**src/rtl/day_number_to_date_core_assert.svh**
```systemverilog
// Assertion macros shared by the day number to date modules.
// Each macro expects clk_i and rst_ni to be visible where it is used.
`ifndef DAY_NUMBER_TO_DATE_CORE_ASSERT_SVH
`define DAY_NUMBER_TO_DATE_CORE_ASSERT_SVH

// Same-cycle implication.
`define D2D_ASSERT_IMP(lbl, ante, cons) \
  lbl: assert property (@(posedge clk_i) disable iff (!rst_ni) (ante) |-> (cons)) \
    else $error("day_number_to_date_core: same-cycle check failed");

// Next-cycle implication.
`define D2D_ASSERT_NXT(lbl, ante, cons) \
  lbl: assert property (@(posedge clk_i) disable iff (!rst_ni) (ante) |=> (cons)) \
    else $error("day_number_to_date_core: next-cycle check failed");

// Invariant that holds on every clock edge out of reset.
`define D2D_ASSERT_ALW(lbl, cond) \
  lbl: assert property (@(posedge clk_i) disable iff (!rst_ni) (cond)) \
    else $error("day_number_to_date_core: invariant failed");

`endif

```
**src/rtl/d2d_pkg.sv**
```systemverilog
`default_nettype none

package d2d_pkg;

  localparam int unsigned DayW   = 22;  // input day number
  localparam int unsigned YearW  = 14;  // calendar year
  localparam int unsigned MonW   = 4;
  localparam int unsigned DomW   = 5;
  localparam int unsigned RemW   = 11;  // remainder of a 1461-day block
  localparam int unsigned QuotW  = 12;  // number of whole blocks
  localparam int unsigned YLenW  = 9;
  localparam int unsigned MLenW  = 5;
  localparam int unsigned ProdW  = 2 * DayW;
  localparam int unsigned RecipShift = 32;

  localparam logic [RemW:0]   BlockDays   = 12'd1461;
  // Rounded-up 2^32 / 1461; the top product bits give the exact block count
  // for every 22-bit day number.
  localparam logic [DayW-1:0]  BlockRecip  = 22'd2939745;
  localparam logic [YLenW-1:0] YearDays    = 9'd365;
  localparam logic [YLenW-1:0] LeapDays    = 9'd366;
  localparam logic [MonW-1:0]  MonthFeb    = 4'd1;
  localparam logic [MonW-1:0]  MonthDec    = 4'd11;

  typedef struct packed {
    logic load;
    logic year_step;
    logic div_step;
    logic div_done;
    logic month_step;
    logic capture;
  } d2d_cmd_t;

  typedef struct packed {
    logic inv;
    logic aligned;
    logic d_ge_ylen;
    logic month_last;
    logic out_free;
  } d2d_stat_t;

  // Days in a month, index 0 = January, with the leap day added to February.
  function automatic logic [MLenW-1:0] month_days(input logic [MonW-1:0] m,
                                                 input logic leap);
    logic [MLenW-1:0] len;
    case (m)
      4'd0:    len = 5'd31;
      4'd1:    len = leap ? 5'd29 : 5'd28;
      4'd2:    len = 5'd31;
      4'd3:    len = 5'd30;
      4'd4:    len = 5'd31;
      4'd5:    len = 5'd30;
      4'd6:    len = 5'd31;
      4'd7:    len = 5'd31;
      4'd8:    len = 5'd30;
      4'd9:    len = 5'd31;
      4'd10:   len = 5'd30;
      4'd11:   len = 5'd31;
      default: len = 5'd31;
    endcase
    return len;
  endfunction

endpackage

`default_nettype wire

```
**src/rtl/day_number_to_date_core.sv**
```systemverilog
// Channel   Dir  Handshake                    Contents
// s_axis    in   s_axis_tvalid/s_axis_tready  tdata[21:0] day_number
// m_axis    out  m_axis_tvalid/m_axis_tready  tdata: day, month, year, packed date;
//                                             tuser: invalid
//
// One item is converted at a time. A reciprocal multiply splits off whole 1461-day
// blocks in the S_DIV and S_QADD states; years and months are then walked one step
// per cycle. m_axis_tvalid rises on the capture of a result, and s_axis_tready rises
// with it, so the next item is accepted while the result waits for m_axis_tready.
// A result still held stalls the next capture; reset idles the controller, drops tvalid.
`default_nettype none

module day_number_to_date_core #(
  parameter int unsigned EPOCH_YEAR = 1600
) (
  input  wire logic        clk_i,
  input  wire logic        rst_ni,
  // Input item.
  input  wire logic        s_axis_tvalid,
  output logic             s_axis_tready,
  input  wire logic [23:0] s_axis_tdata,   // [21:0] day_number, [23:22] zero
  // Result item.
  output logic             m_axis_tvalid,
  input  wire logic        m_axis_tready,
  output logic [55:0]      m_axis_tdata,   // [4:0] day_of_month, [8:5] month,
                                           // [22:9] year, [54:23] packed_date,
                                           // [55] zero
  output logic             m_axis_tuser    // [0] invalid
);

  d2d_pkg::d2d_cmd_t  cmd;
  d2d_pkg::d2d_stat_t stat;

  logic [d2d_pkg::DomW-1:0]  out_day;
  logic [d2d_pkg::MonW-1:0]  out_mon;
  logic [d2d_pkg::YearW-1:0] out_year;
  logic                      out_inv;
  logic [31:0]               packed_date;

  // The controller sequences the align, divide, year and month phases.
  d2d_ctrl u_ctrl (
    .clk_i      (clk_i),
    .rst_ni     (rst_ni),
    .in_valid_i (s_axis_tvalid),
    .in_ready_o (s_axis_tready),
    .stat_i     (stat),
    .cmd_o      (cmd)
  );

  // The datapath holds the remaining days, the year, the month, the block
  // count and the output register.
  d2d_dp #(
    .EPOCH_YEAR (EPOCH_YEAR)
  ) u_dp (
    .clk_i        (clk_i),
    .rst_ni       (rst_ni),
    .day_number_i (s_axis_tdata[d2d_pkg::DayW-1:0]),
    .cmd_i        (cmd),
    .stat_o       (stat),
    .out_ready_i  (m_axis_tready),
    .out_valid_o  (m_axis_tvalid),
    .out_day_o    (out_day),
    .out_mon_o    (out_mon),
    .out_year_o   (out_year),
    .out_inv_o    (out_inv)
  );

  // Packed word: day in bits 7..0, month in 15..8, year in 31..16.
  assign packed_date = {2'b00, out_year, 4'b0000, out_mon, 3'b000, out_day};

  assign m_axis_tdata = {1'b0, packed_date, out_year, out_mon, out_day};
  assign m_axis_tuser = out_inv;

endmodule

`default_nettype wire

```
**src/rtl/d2d_ctrl.sv**
```systemverilog
`default_nettype none
`include "day_number_to_date_core_assert.svh"

module d2d_ctrl (
  input  wire logic              clk_i,
  input  wire logic              rst_ni,
  input  wire logic              in_valid_i,
  output logic                   in_ready_o,
  input  wire d2d_pkg::d2d_stat_t stat_i,
  output d2d_pkg::d2d_cmd_t      cmd_o
);

  localparam logic [2:0] S_IDLE  = 3'd0;
  localparam logic [2:0] S_ALIGN = 3'd1;
  localparam logic [2:0] S_DIV   = 3'd2;
  localparam logic [2:0] S_QADD  = 3'd3;
  localparam logic [2:0] S_YEARS = 3'd4;
  localparam logic [2:0] S_MONTH = 3'd5;
  localparam logic [2:0] S_FIN   = 3'd6;

  logic [2:0] state_q, state_d;

  assign in_ready_o = (state_q == S_IDLE);

  always_comb begin
    state_d = state_q;
    cmd_o   = '0;
    case (state_q)
      S_IDLE: begin
        if (in_valid_i) begin
          cmd_o.load = 1'b1;
          state_d    = S_ALIGN;
        end
      end
      S_ALIGN: begin
        // Step single years until the year is a multiple of four or the days left fit in it.
        if (stat_i.inv) begin
          state_d = S_FIN;
        end else if (!stat_i.aligned && stat_i.d_ge_ylen) begin
          cmd_o.year_step = 1'b1;
        end else if (stat_i.aligned) begin
          state_d = S_DIV;
        end else begin
          state_d = S_YEARS;
        end
      end
      S_DIV: begin
        cmd_o.div_step = 1'b1;
        state_d        = S_QADD;
      end
      S_QADD: begin
        cmd_o.div_done = 1'b1;
        state_d        = S_YEARS;
      end
      S_YEARS: begin
        if (stat_i.d_ge_ylen) begin
          cmd_o.year_step = 1'b1;
        end else begin
          state_d = S_MONTH;
        end
      end
      S_MONTH: begin
        if (stat_i.month_last) begin
          state_d = S_FIN;
        end else begin
          cmd_o.month_step = 1'b1;
        end
      end
      S_FIN: begin
        if (stat_i.out_free) begin
          cmd_o.capture = 1'b1;
          state_d       = S_IDLE;
        end
      end
      default: begin
        state_d = S_IDLE;
      end
    endcase
  end

  always_ff @(posedge clk_i or negedge rst_ni) begin
    if (!rst_ni) begin
      state_q <= S_IDLE;
    end else begin
      state_q <= state_d;
    end
  end

  // The divider only runs on a year that is a multiple of four.
  `D2D_ASSERT_IMP(a_div_aligned, state_q == S_DIV, stat_i.aligned)
  // At most one datapath operation is issued per cycle.
  `D2D_ASSERT_ALW(a_cmd_onehot, $onehot0({cmd_o.load, cmd_o.year_step, cmd_o.div_step,
                                          cmd_o.div_done, cmd_o.month_step, cmd_o.capture}))

endmodule

`default_nettype wire

```
**src/rtl/d2d_dp.sv**
```systemverilog
`default_nettype none
`include "day_number_to_date_core_assert.svh"

module d2d_dp #(
  parameter int unsigned EPOCH_YEAR = 1600
) (
  input  wire logic                        clk_i,
  input  wire logic                        rst_ni,
  input  wire logic [d2d_pkg::DayW-1:0]    day_number_i,
  input  wire d2d_pkg::d2d_cmd_t           cmd_i,
  output d2d_pkg::d2d_stat_t               stat_o,
  input  wire logic                        out_ready_i,
  output logic                             out_valid_o,
  output logic [d2d_pkg::DomW-1:0]         out_day_o,
  output logic [d2d_pkg::MonW-1:0]         out_mon_o,
  output logic [d2d_pkg::YearW-1:0]        out_year_o,
  output logic                             out_inv_o
);

  logic [d2d_pkg::DayW-1:0]  d_q, d_d;
  logic [d2d_pkg::YearW-1:0] y_q, y_d;
  logic [d2d_pkg::MonW-1:0]  m_q, m_d;
  logic [d2d_pkg::QuotW-1:0] q_q, q_d;
  logic                      inv_q, inv_d;

  logic                      valid_q;
  logic [d2d_pkg::DomW-1:0]  o_day_q;
  logic [d2d_pkg::MonW-1:0]  o_mon_q;
  logic [d2d_pkg::YearW-1:0] o_year_q;
  logic                      o_inv_q;

  logic                       leap;
  logic [d2d_pkg::YLenW-1:0]  ylen;
  logic [d2d_pkg::MLenW-1:0]  mlen;
  logic [d2d_pkg::ProdW-1:0]  prod;
  logic [d2d_pkg::DayW-1:0]   blk_days;

  assign leap     = (y_q[1:0] == 2'b00);
  assign ylen     = leap ? d2d_pkg::LeapDays : d2d_pkg::YearDays;
  assign mlen     = d2d_pkg::month_days(m_q, leap);
  // Whole 1461-day blocks: the day count times a scaled reciprocal.
  assign prod     = d2d_pkg::ProdW'(d_q) * d2d_pkg::ProdW'(d2d_pkg::BlockRecip);
  assign blk_days = d2d_pkg::DayW'(q_q) * d2d_pkg::DayW'(d2d_pkg::BlockDays);

  assign stat_o.inv        = inv_q;
  assign stat_o.aligned    = leap;
  assign stat_o.d_ge_ylen  = (d_q >= d2d_pkg::DayW'(ylen));
  assign stat_o.month_last = (d_q < d2d_pkg::DayW'(mlen)) || (m_q == d2d_pkg::MonthDec);
  assign stat_o.out_free   = !valid_q || out_ready_i;

  always_comb begin
    d_d   = d_q;
    y_d   = y_q;
    m_d   = m_q;
    q_d   = q_q;
    inv_d = inv_q;
    if (cmd_i.load) begin
      d_d   = day_number_i - d2d_pkg::DayW'(1);
      y_d   = d2d_pkg::YearW'(EPOCH_YEAR);
      m_d   = '0;
      inv_d = (day_number_i == '0);
    end else if (cmd_i.year_step) begin
      d_d = d_q - d2d_pkg::DayW'(ylen);
      y_d = y_q + d2d_pkg::YearW'(1);
    end else if (cmd_i.div_step) begin
      q_d = prod[d2d_pkg::RecipShift +: d2d_pkg::QuotW];
    end else if (cmd_i.div_done) begin
      y_d = y_q + {q_q, 2'b00};
      d_d = d_q - blk_days;
    end else if (cmd_i.month_step) begin
      d_d = d_q - d2d_pkg::DayW'(mlen);
      m_d = m_q + d2d_pkg::MonW'(1);
    end
  end

  always_ff @(posedge clk_i) begin
    d_q   <= d_d;
    y_q   <= y_d;
    m_q   <= m_d;
    q_q   <= q_d;
    inv_q <= inv_d;
  end

  always_ff @(posedge clk_i or negedge rst_ni) begin
    if (!rst_ni) begin
      valid_q <= 1'b0;
    end else if (cmd_i.capture) begin
      valid_q <= 1'b1;
    end else if (out_ready_i) begin
      valid_q <= 1'b0;
    end
  end

  always_ff @(posedge clk_i) begin
    if (cmd_i.capture) begin
      o_inv_q  <= inv_q;
      o_day_q  <= inv_q ? '0 : d_q[d2d_pkg::DomW-1:0] + d2d_pkg::DomW'(1);
      o_mon_q  <= inv_q ? '0 : m_q + d2d_pkg::MonW'(1);
      o_year_q <= inv_q ? '0 : y_q;
    end
  end

  assign out_valid_o = valid_q;
  assign out_day_o   = o_day_q;
  assign out_mon_o   = o_mon_q;
  assign out_year_o  = o_year_q;
  assign out_inv_o   = o_inv_q;

  // Once the year loops are done the remaining days fit in one year.
  `D2D_ASSERT_IMP(a_month_days, cmd_i.month_step, d_q < d2d_pkg::DayW'(d2d_pkg::LeapDays))
  // The month walk never runs past December.
  `D2D_ASSERT_ALW(a_month_range, !cmd_i.month_step || m_q < d2d_pkg::MonthDec)
  // A new result is only written once the previous one has left.
  `D2D_ASSERT_IMP(a_capture_free, cmd_i.capture, !valid_q || out_ready_i)

endmodule

`default_nettype wire
```
**config.mk**
```make
export PLATFORM = sky130hd
export DESIGN_NAME = day_number_to_date_core
export DESIGN_NICKNAME = d
export VERILOG_FILES = /design/src/rtl/d2d_pkg.sv /design/src/rtl/day_number_to_date_core.sv /design/src/rtl/d2d_ctrl.sv /design/src/rtl/d2d_dp.sv
export VERILOG_INCLUDE_DIRS = /design/src /design/src/rtl
export SDC_FILE = /design/constraint.sdc
export NUM_CORES = 1
export LEC_CHECK = 0
export BUFFER_PORTS_ARGS = -buffer_cell sky130_fd_sc_hd__buf_2
export CAP_MARGIN = 20
export CORE_MARGIN = 8
export CORE_UTILIZATION = 50
export CTS_BUF_LIST = sky130_fd_sc_hd__clkbuf_16
export DETAILED_ROUTE_END_ITERATION = 12
export PLACE_DENSITY = 0.67
export SYNTH_ARGS = -nofsm -noshare
export SYNTH_HDL_FRONTEND = slang
export SYNTH_HIERARCHICAL = 1
export SYNTH_SLANG_ARGS = --single-unit
```
**constraint.sdc**
```tcl
create_clock -name clk_i -period 8.5 [get_ports clk_i]
set_input_delay 0.85 -clock clk_i [delete_from_list [all_inputs] [get_ports clk_i]]
set_output_delay 0.85 -clock clk_i [all_outputs]
set_load 0.02 [all_outputs]
```
Yosys cells after proc, flatten, opt, wreduce, memory -nomap -nowiden
Index checks and enable logic that the tools add are counted.
{ "word_totals": {"reg_bits": 81, "wordCells": 96, "output_inout_bits": 59} }
{ "classes": {"mul": 2, "n_bitwise": 4, "add_sub_neg": 8, "muxes": 33, "n_reduce_logical": 17, "n_lt_le_gt_ge": 2, "eq_ne": 19} }
{ "ops": {"columns": ["cell", "n"], "rows": [
  ["22-bit 2-to-1 mux", 5],
  ["22-bit by 22-bit multiplier with 44-bit output (second input constant)", 1],
  ["14-bit 2-to-1 mux", 3],
  ["22-bit by 9-bit greater-or-equal comparator with 1-bit output", 1],
  ["22-bit logical NOT", 1],
  ["22-bit by 5-bit less-than comparator with 1-bit output", 1],
  ["12-bit by 11-bit multiplier with 22-bit output (second input constant)", 1],
  ["22-bit by 1-bit subtractor with 22-bit output (second input constant)", 1],
  ["22-bit subtractor", 1],
  ["22-bit by 5-bit subtractor with 22-bit output", 1],
  ["22-bit by 9-bit subtractor with 22-bit output", 1],
  ["3-bit 2-to-1 mux", 7],
  ["3-bit one-hot mux with 7 select lines", 1],
  ["14-bit by 1-bit adder with 14-bit output (second input constant)", 1],
  ["14-bit adder", 1],
  ["1-bit 2-to-1 mux", 14],
  ["4-bit == test (second input constant)", 3],
  ["5-bit one-hot mux with 2 select lines", 1],
  ["3-bit == test (second input constant)", 3],
  ["2-bit != test (second input constant)", 4],
  ["3-bit by 2-bit == test with 1-bit output (second input constant)", 2],
  ["5-bit by 1-bit adder with 5-bit output (second input constant)", 1],
  ["5-bit AND reduction", 1],
  ["4-bit by 1-bit adder with 4-bit output (second input constant)", 1],
  ["other kinds (21)", 28]
]} }

Logic depth before layout (Yosys ltp)
{ "depth": {"depth_word": 12, "ltp_mapped": 22} }

Cells and area by module
The synthesis kept the hierarchy.
{ "modules_own_cells": {"columns": ["mod", "cells_each", "area_per_inst_um2", "n_inst", "seq_area_each_um2"], "rows": [
  ["d2d_dp", 1789, 17165.2, 1, 2157.1],
  ["d2d_ctrl", 30, 297.8, 1, 75.1],
  ["day_number_to_date_core", 34, 251.5, 1, 0.0]
]} }

Least setup slack after synthesis
Ideal clock, no wire load.
{ "synth_timing": {"kind": "flip-flop to flip-flop", "start": "reg u_dp/d_q[11] (netlist bit)", "end": "reg u_dp/q_q[4] (netlist bit), data pin", "arrival_ps": 5674, "setup_time_ps": 180, "synth_period_minus_slack_ps": 5854, "slack_ps": 2646, "t_required_ps": 8320, "stages_incl_launch_ff": 22, "path_buffers": 0, "path_cell_list": "edfxtp_1 > inv_1 > ha_1 > fa_1 > inv_1 > fa_1 > inv_1 > fa_1 > fa_1 > inv_1 > fa_1 > inv_1 > ha_1 > ha_1 > o21a_1 > o2111a_1 > o21ai_0 > a31oi_1 > o21ai_0 > a21oi_1 > o21a_1 > a221oi_1"} }
{ "synth_via": {"elab_chain_cells": 1} }
{ "synth_rtl": {"columns": ["element", "line", "rtl"], "rows": [
  ["start: declaration", "d2d_dp.sv:20", "logic [d2d_pkg::DayW-1:0] d_q, d_d;"],
  ["start signal: assignment", "d2d_dp.sv:77", "d_q <= d_d;"],
  ["22-bit by 22-bit multiplier with 44-bit output", "d2d_dp.sv:42", "assign prod = d2d_pkg::ProdW'(d_q) * d2d_pkg::ProdW'(d2d_pkg::BlockRecip);"],
  ["via u_dp.prod, one bit", "d2d_dp.sv:35", "logic [d2d_pkg::ProdW-1:0] prod;"],
  ["end signal: assignment", "d2d_dp.sv:80", "q_q <= q_d;"],
  ["end: declaration", "d2d_dp.sv:23", "logic [d2d_pkg::QuotW-1:0] q_q, q_d;"]
]} }
The timed path passes the listed nets, and every way through them passes these cells.
A chain may end at the register's enable or synchronous reset.

Worst setup path after layout
{ "layout_timing": {"start": "reg u_dp/d_q[18] (netlist bit)", "end": "reg u_dp/q_q[4] (netlist bit), data pin"} }
The elaborated chain is that of the path after synthesis.

==> results.json <==
{
  "status": "finished clean",
  "die_x_um": 204,
  "path_max_fanout": 7,
  "nets": 2491,
  "n_antenna_cell": 0,
  "use_met3": 0.0311,
  "vias": 13000,
  "async_reset_ff_frac": 0.0494,
  "clk_latency_ns": 0.35,
  "min_path_type": "input port to async pin",
  "synth_flop_cell": "edfxtp_1",
  "fin_cells": 2357,
  "post-route-drc-count": 0,
  "h-tree-depth": 3,
  "grt_pass1_wl_mm": 68.4,
  "tritoncts": "yes",
  "place_congestion": 0.917,
  "drtIter0Drc": 946,
  "dr.pass1.iters": 5,
  "clkTransAtPathRegs_ns": 0.07,
  "critPathRequiredTime_ns": 8.56,
  "grt_util_met1": 0.280,
  "dieHeight_um": 204,
  "synth_area_leaders": "fa_1 28%, ha_1 23%, edfxtp_1 10%",
  "row_count": 69,
  "cts_buffer_depth": 2,
  "track_usage": 0.208,
  "seq_area_frac_synth": 0.126,
  "io_buffers": 74,
  "synth_top_family_by_area": "adder cells",
  "viasPerCell": 5.50,
  "grt_max_degree": 59,
  "synth_top_area_cell": "fa_1",
  "worstMarginPinSlew_ns": 0.936,
  "grt_pass1_vias": 13300,
  "synth_area_um2": 17700,
  "drv_slew": 0,
  "synth_xor_area_frac": 0.0455,
  "synth-compound-area-share": 0.109,
  "max_slew_margin": 0.376,
  "syn2layout_area_growth_pct": 5.59,
  "rr_startpoint": "u_dp/d_q[18]",
  "timing.fmax_mhz": 138,
  "layout_min_cycle_time_ns": 7.24,
  "grt_overflow": 0,
  "top_level_ports": 87,
  "wl_per_cell_um": 18.1,
  "synth_top_cell_area_share": 0.281,
  "grt-busiest-layer": "met2",
  "synth-simple-area-share": 0.0878,
  "finClkSkew_ns": 0.0175,
  "cts_setup_buffers": 0,
  "core_area_um2": 35200,
  "ff2ff_setup_slack_ns": 1.26,
  "initial_utilization": 0.503,
  "fin_ws_ns": 1.26,
  "arrival_ns": 7.30,
  "holdBufCountCts": 0,
  "met2_usage": 0.343,
  "final-hold-violation-count": 0,
  "dp.cells": 2340,
  "period_share": 0.852,
  "rsz0062_at_grt": "no",
  "die-area_um2": 41700,
  "yosys.cell_types.count": 83,
  "drive_gt1_frac": 0.0707,
  "setup_viol": 0,
  "drv_cap": 0,
  "clkSinkCount": 81,
  "synth.mux.area_fraction": 0.00459,
  "ant_nets": 0,
  "synth_fa_ha_area_frac": 0.510,
  "ys_top_cells_by_count": "447 x inv_1, 323 x ha_1, 249 x fa_1, 79 x nor2_1, 73 x nand2_1",
  "wirelength_mm": 42.7,
  "worstSetupEndpointType": "flop",
  "crit_path_start_kind": "flop",
  "synth_cells": 1853,
  "crit_type": "flop to flop",
  "cts_buffers": 9,
  "antenna_found_initial": 1,
  "synth_most_common_cell": "inv_1",
  "yosys_warnings": 6,
  "tns_ns": 0,
  "r2r-end": "u_dp/q_q[4]",
  "avgSynthCellArea_um2": 9.56,
  "synth-edff-count": 59,
  "root_buffer": "clkbuf_16",
  "reg2regPathDepth": 21,
  "cts_resized": 0,
  "pre_cts_slack_ns": 1.23,
  "hpwl_mm": 36.4,
  "hold_ws_ns": 0.295,
  "ys_ff_latch": 81
}
how the worst max path moves through the flow:
| stage | start | to | slack, ns | cells after the start |
|---|---|---|---|---|
| finish | u_dp/d_q[18] | u_dp/q_q[4] | 1.26 | 21 |
| global route | u_dp/d_q[18] | u_dp/q_q[5] | 0.73 | 21 |
| CTS | u_dp/d_q[18] | u_dp/q_q[5] | 1.19 | 21 |
| detailed placement | u_dp/d_q[10] | u_dp/q_q[5] | 1.23 | 21 |
| global placement | u_dp/d_q[18] | u_dp/q_q[7] | 1.26 | 21 |
| floorplan | u_dp/d_q[11] | u_dp/q_q[4] | 2.65 | 21 |
layout make-up:
| cell class | instances | area [µm²] |
|---|---|---|
| fillers | 3184 | 16500 |
| repair buffers | 82 | 438 |
| clock inverters | 6 | 78.8 |
| clock buffers | 10 | 250 |
| flip-flops and latches | 81 | 2230 |
| multi-input cells | 1270 | 13500 |
| inverters | 447 | 1680 |
| well taps | 461 | 577 |
cell usage in the layout, fill, tap and decap left out, types with 25 or more instances in the layout:
cell type / n
nand3_1: 32
nor2_1: 79
fa_1: 249
xnor2_1: 67
inv_1: 447
o21ai_0: 54
a21o_1: 25
edfxtp_1: 59
nor3_1: 26
a21oi_1: 70
ha_1: 323
xor2_1: 25
nand2_1: 73
buf_2: 74
flip-flops by register name (all words and copies together) (netlist names):
| signal | count |
|---|---|
| u_dp/out_mon_o | 4 |
| u_dp/out_inv_o | 1 |
| u_dp/out_year_o | 14 |
| u_dp/out_valid_o | 1 |
| u_dp/out_day_o | 5 |
| u_ctrl/state_q | 3 |
| u_dp/inv_q | 1 |
| u_dp/y_q | 14 |
| u_dp/m_q | 4 |
| u_dp/q_q | 12 |
| u_dp/d_q | 22 |
through the flow:
stage / area (µm²) / utilization
floorplan: 17700 / -
global placement: 18400 / 0.521
detailed placement: 18400 / 0.521
CTS: 18700 / 0.531
global route: 18700 / 0.531
finish: 18700 / 0.531
logic make-up (layout without fill, tap and decap cells):
| group | after synthesis | in the layout |
|---|---|---|
| AO/OA/AOI/OAI | 280 | 280 |
| XOR/XNOR | 92 | 92 |
| adder cells (fa/ha/maj) | 572 | 572 |
| buffers and inverters | 511 | 545 |
| flip-flops | 81 | 81 |
| multiplexers | 8 | 8 |
| other | 1 | 10 |
| AND/OR/NAND/NOR | 308 | 308 |
routing by layer:
| layer | routed length, µm | vias up |
|---|---|---|
| li1 | - | 6073 |
| met1 | 18300 | 6373 |
| met2 | 20000 | 471 |
| met3 | 3310 | 55 |
| met4 | 1110 | 0 |
| met5 | 0 | - |
worst max-delay path, stage by stage, from the launching register on:
cell and delay [ns]:
edfxtp_1 0.49, inv_1 0.30, ha_1 0.47, inv_1 0.10, fa_1 0.51, inv_1 0.06, fa_1 0.50, inv_1 0.06
fa_1 0.41, inv_1 0.08, fa_1 0.44, fa_1 0.39, ha_1 0.30, ha_1 0.46, nand4_1 0.18, nor3_1 0.44
o21ai_0 0.17, a31oi_1 0.60, o21ai_0 0.33, a21oi_1 0.33, o21a_1 0.19, a221oi_1 0.14
Power is left out: the tool's default activity adds up to more than one toggle a clock period on the data nets, which glitch-free logic cannot reach.
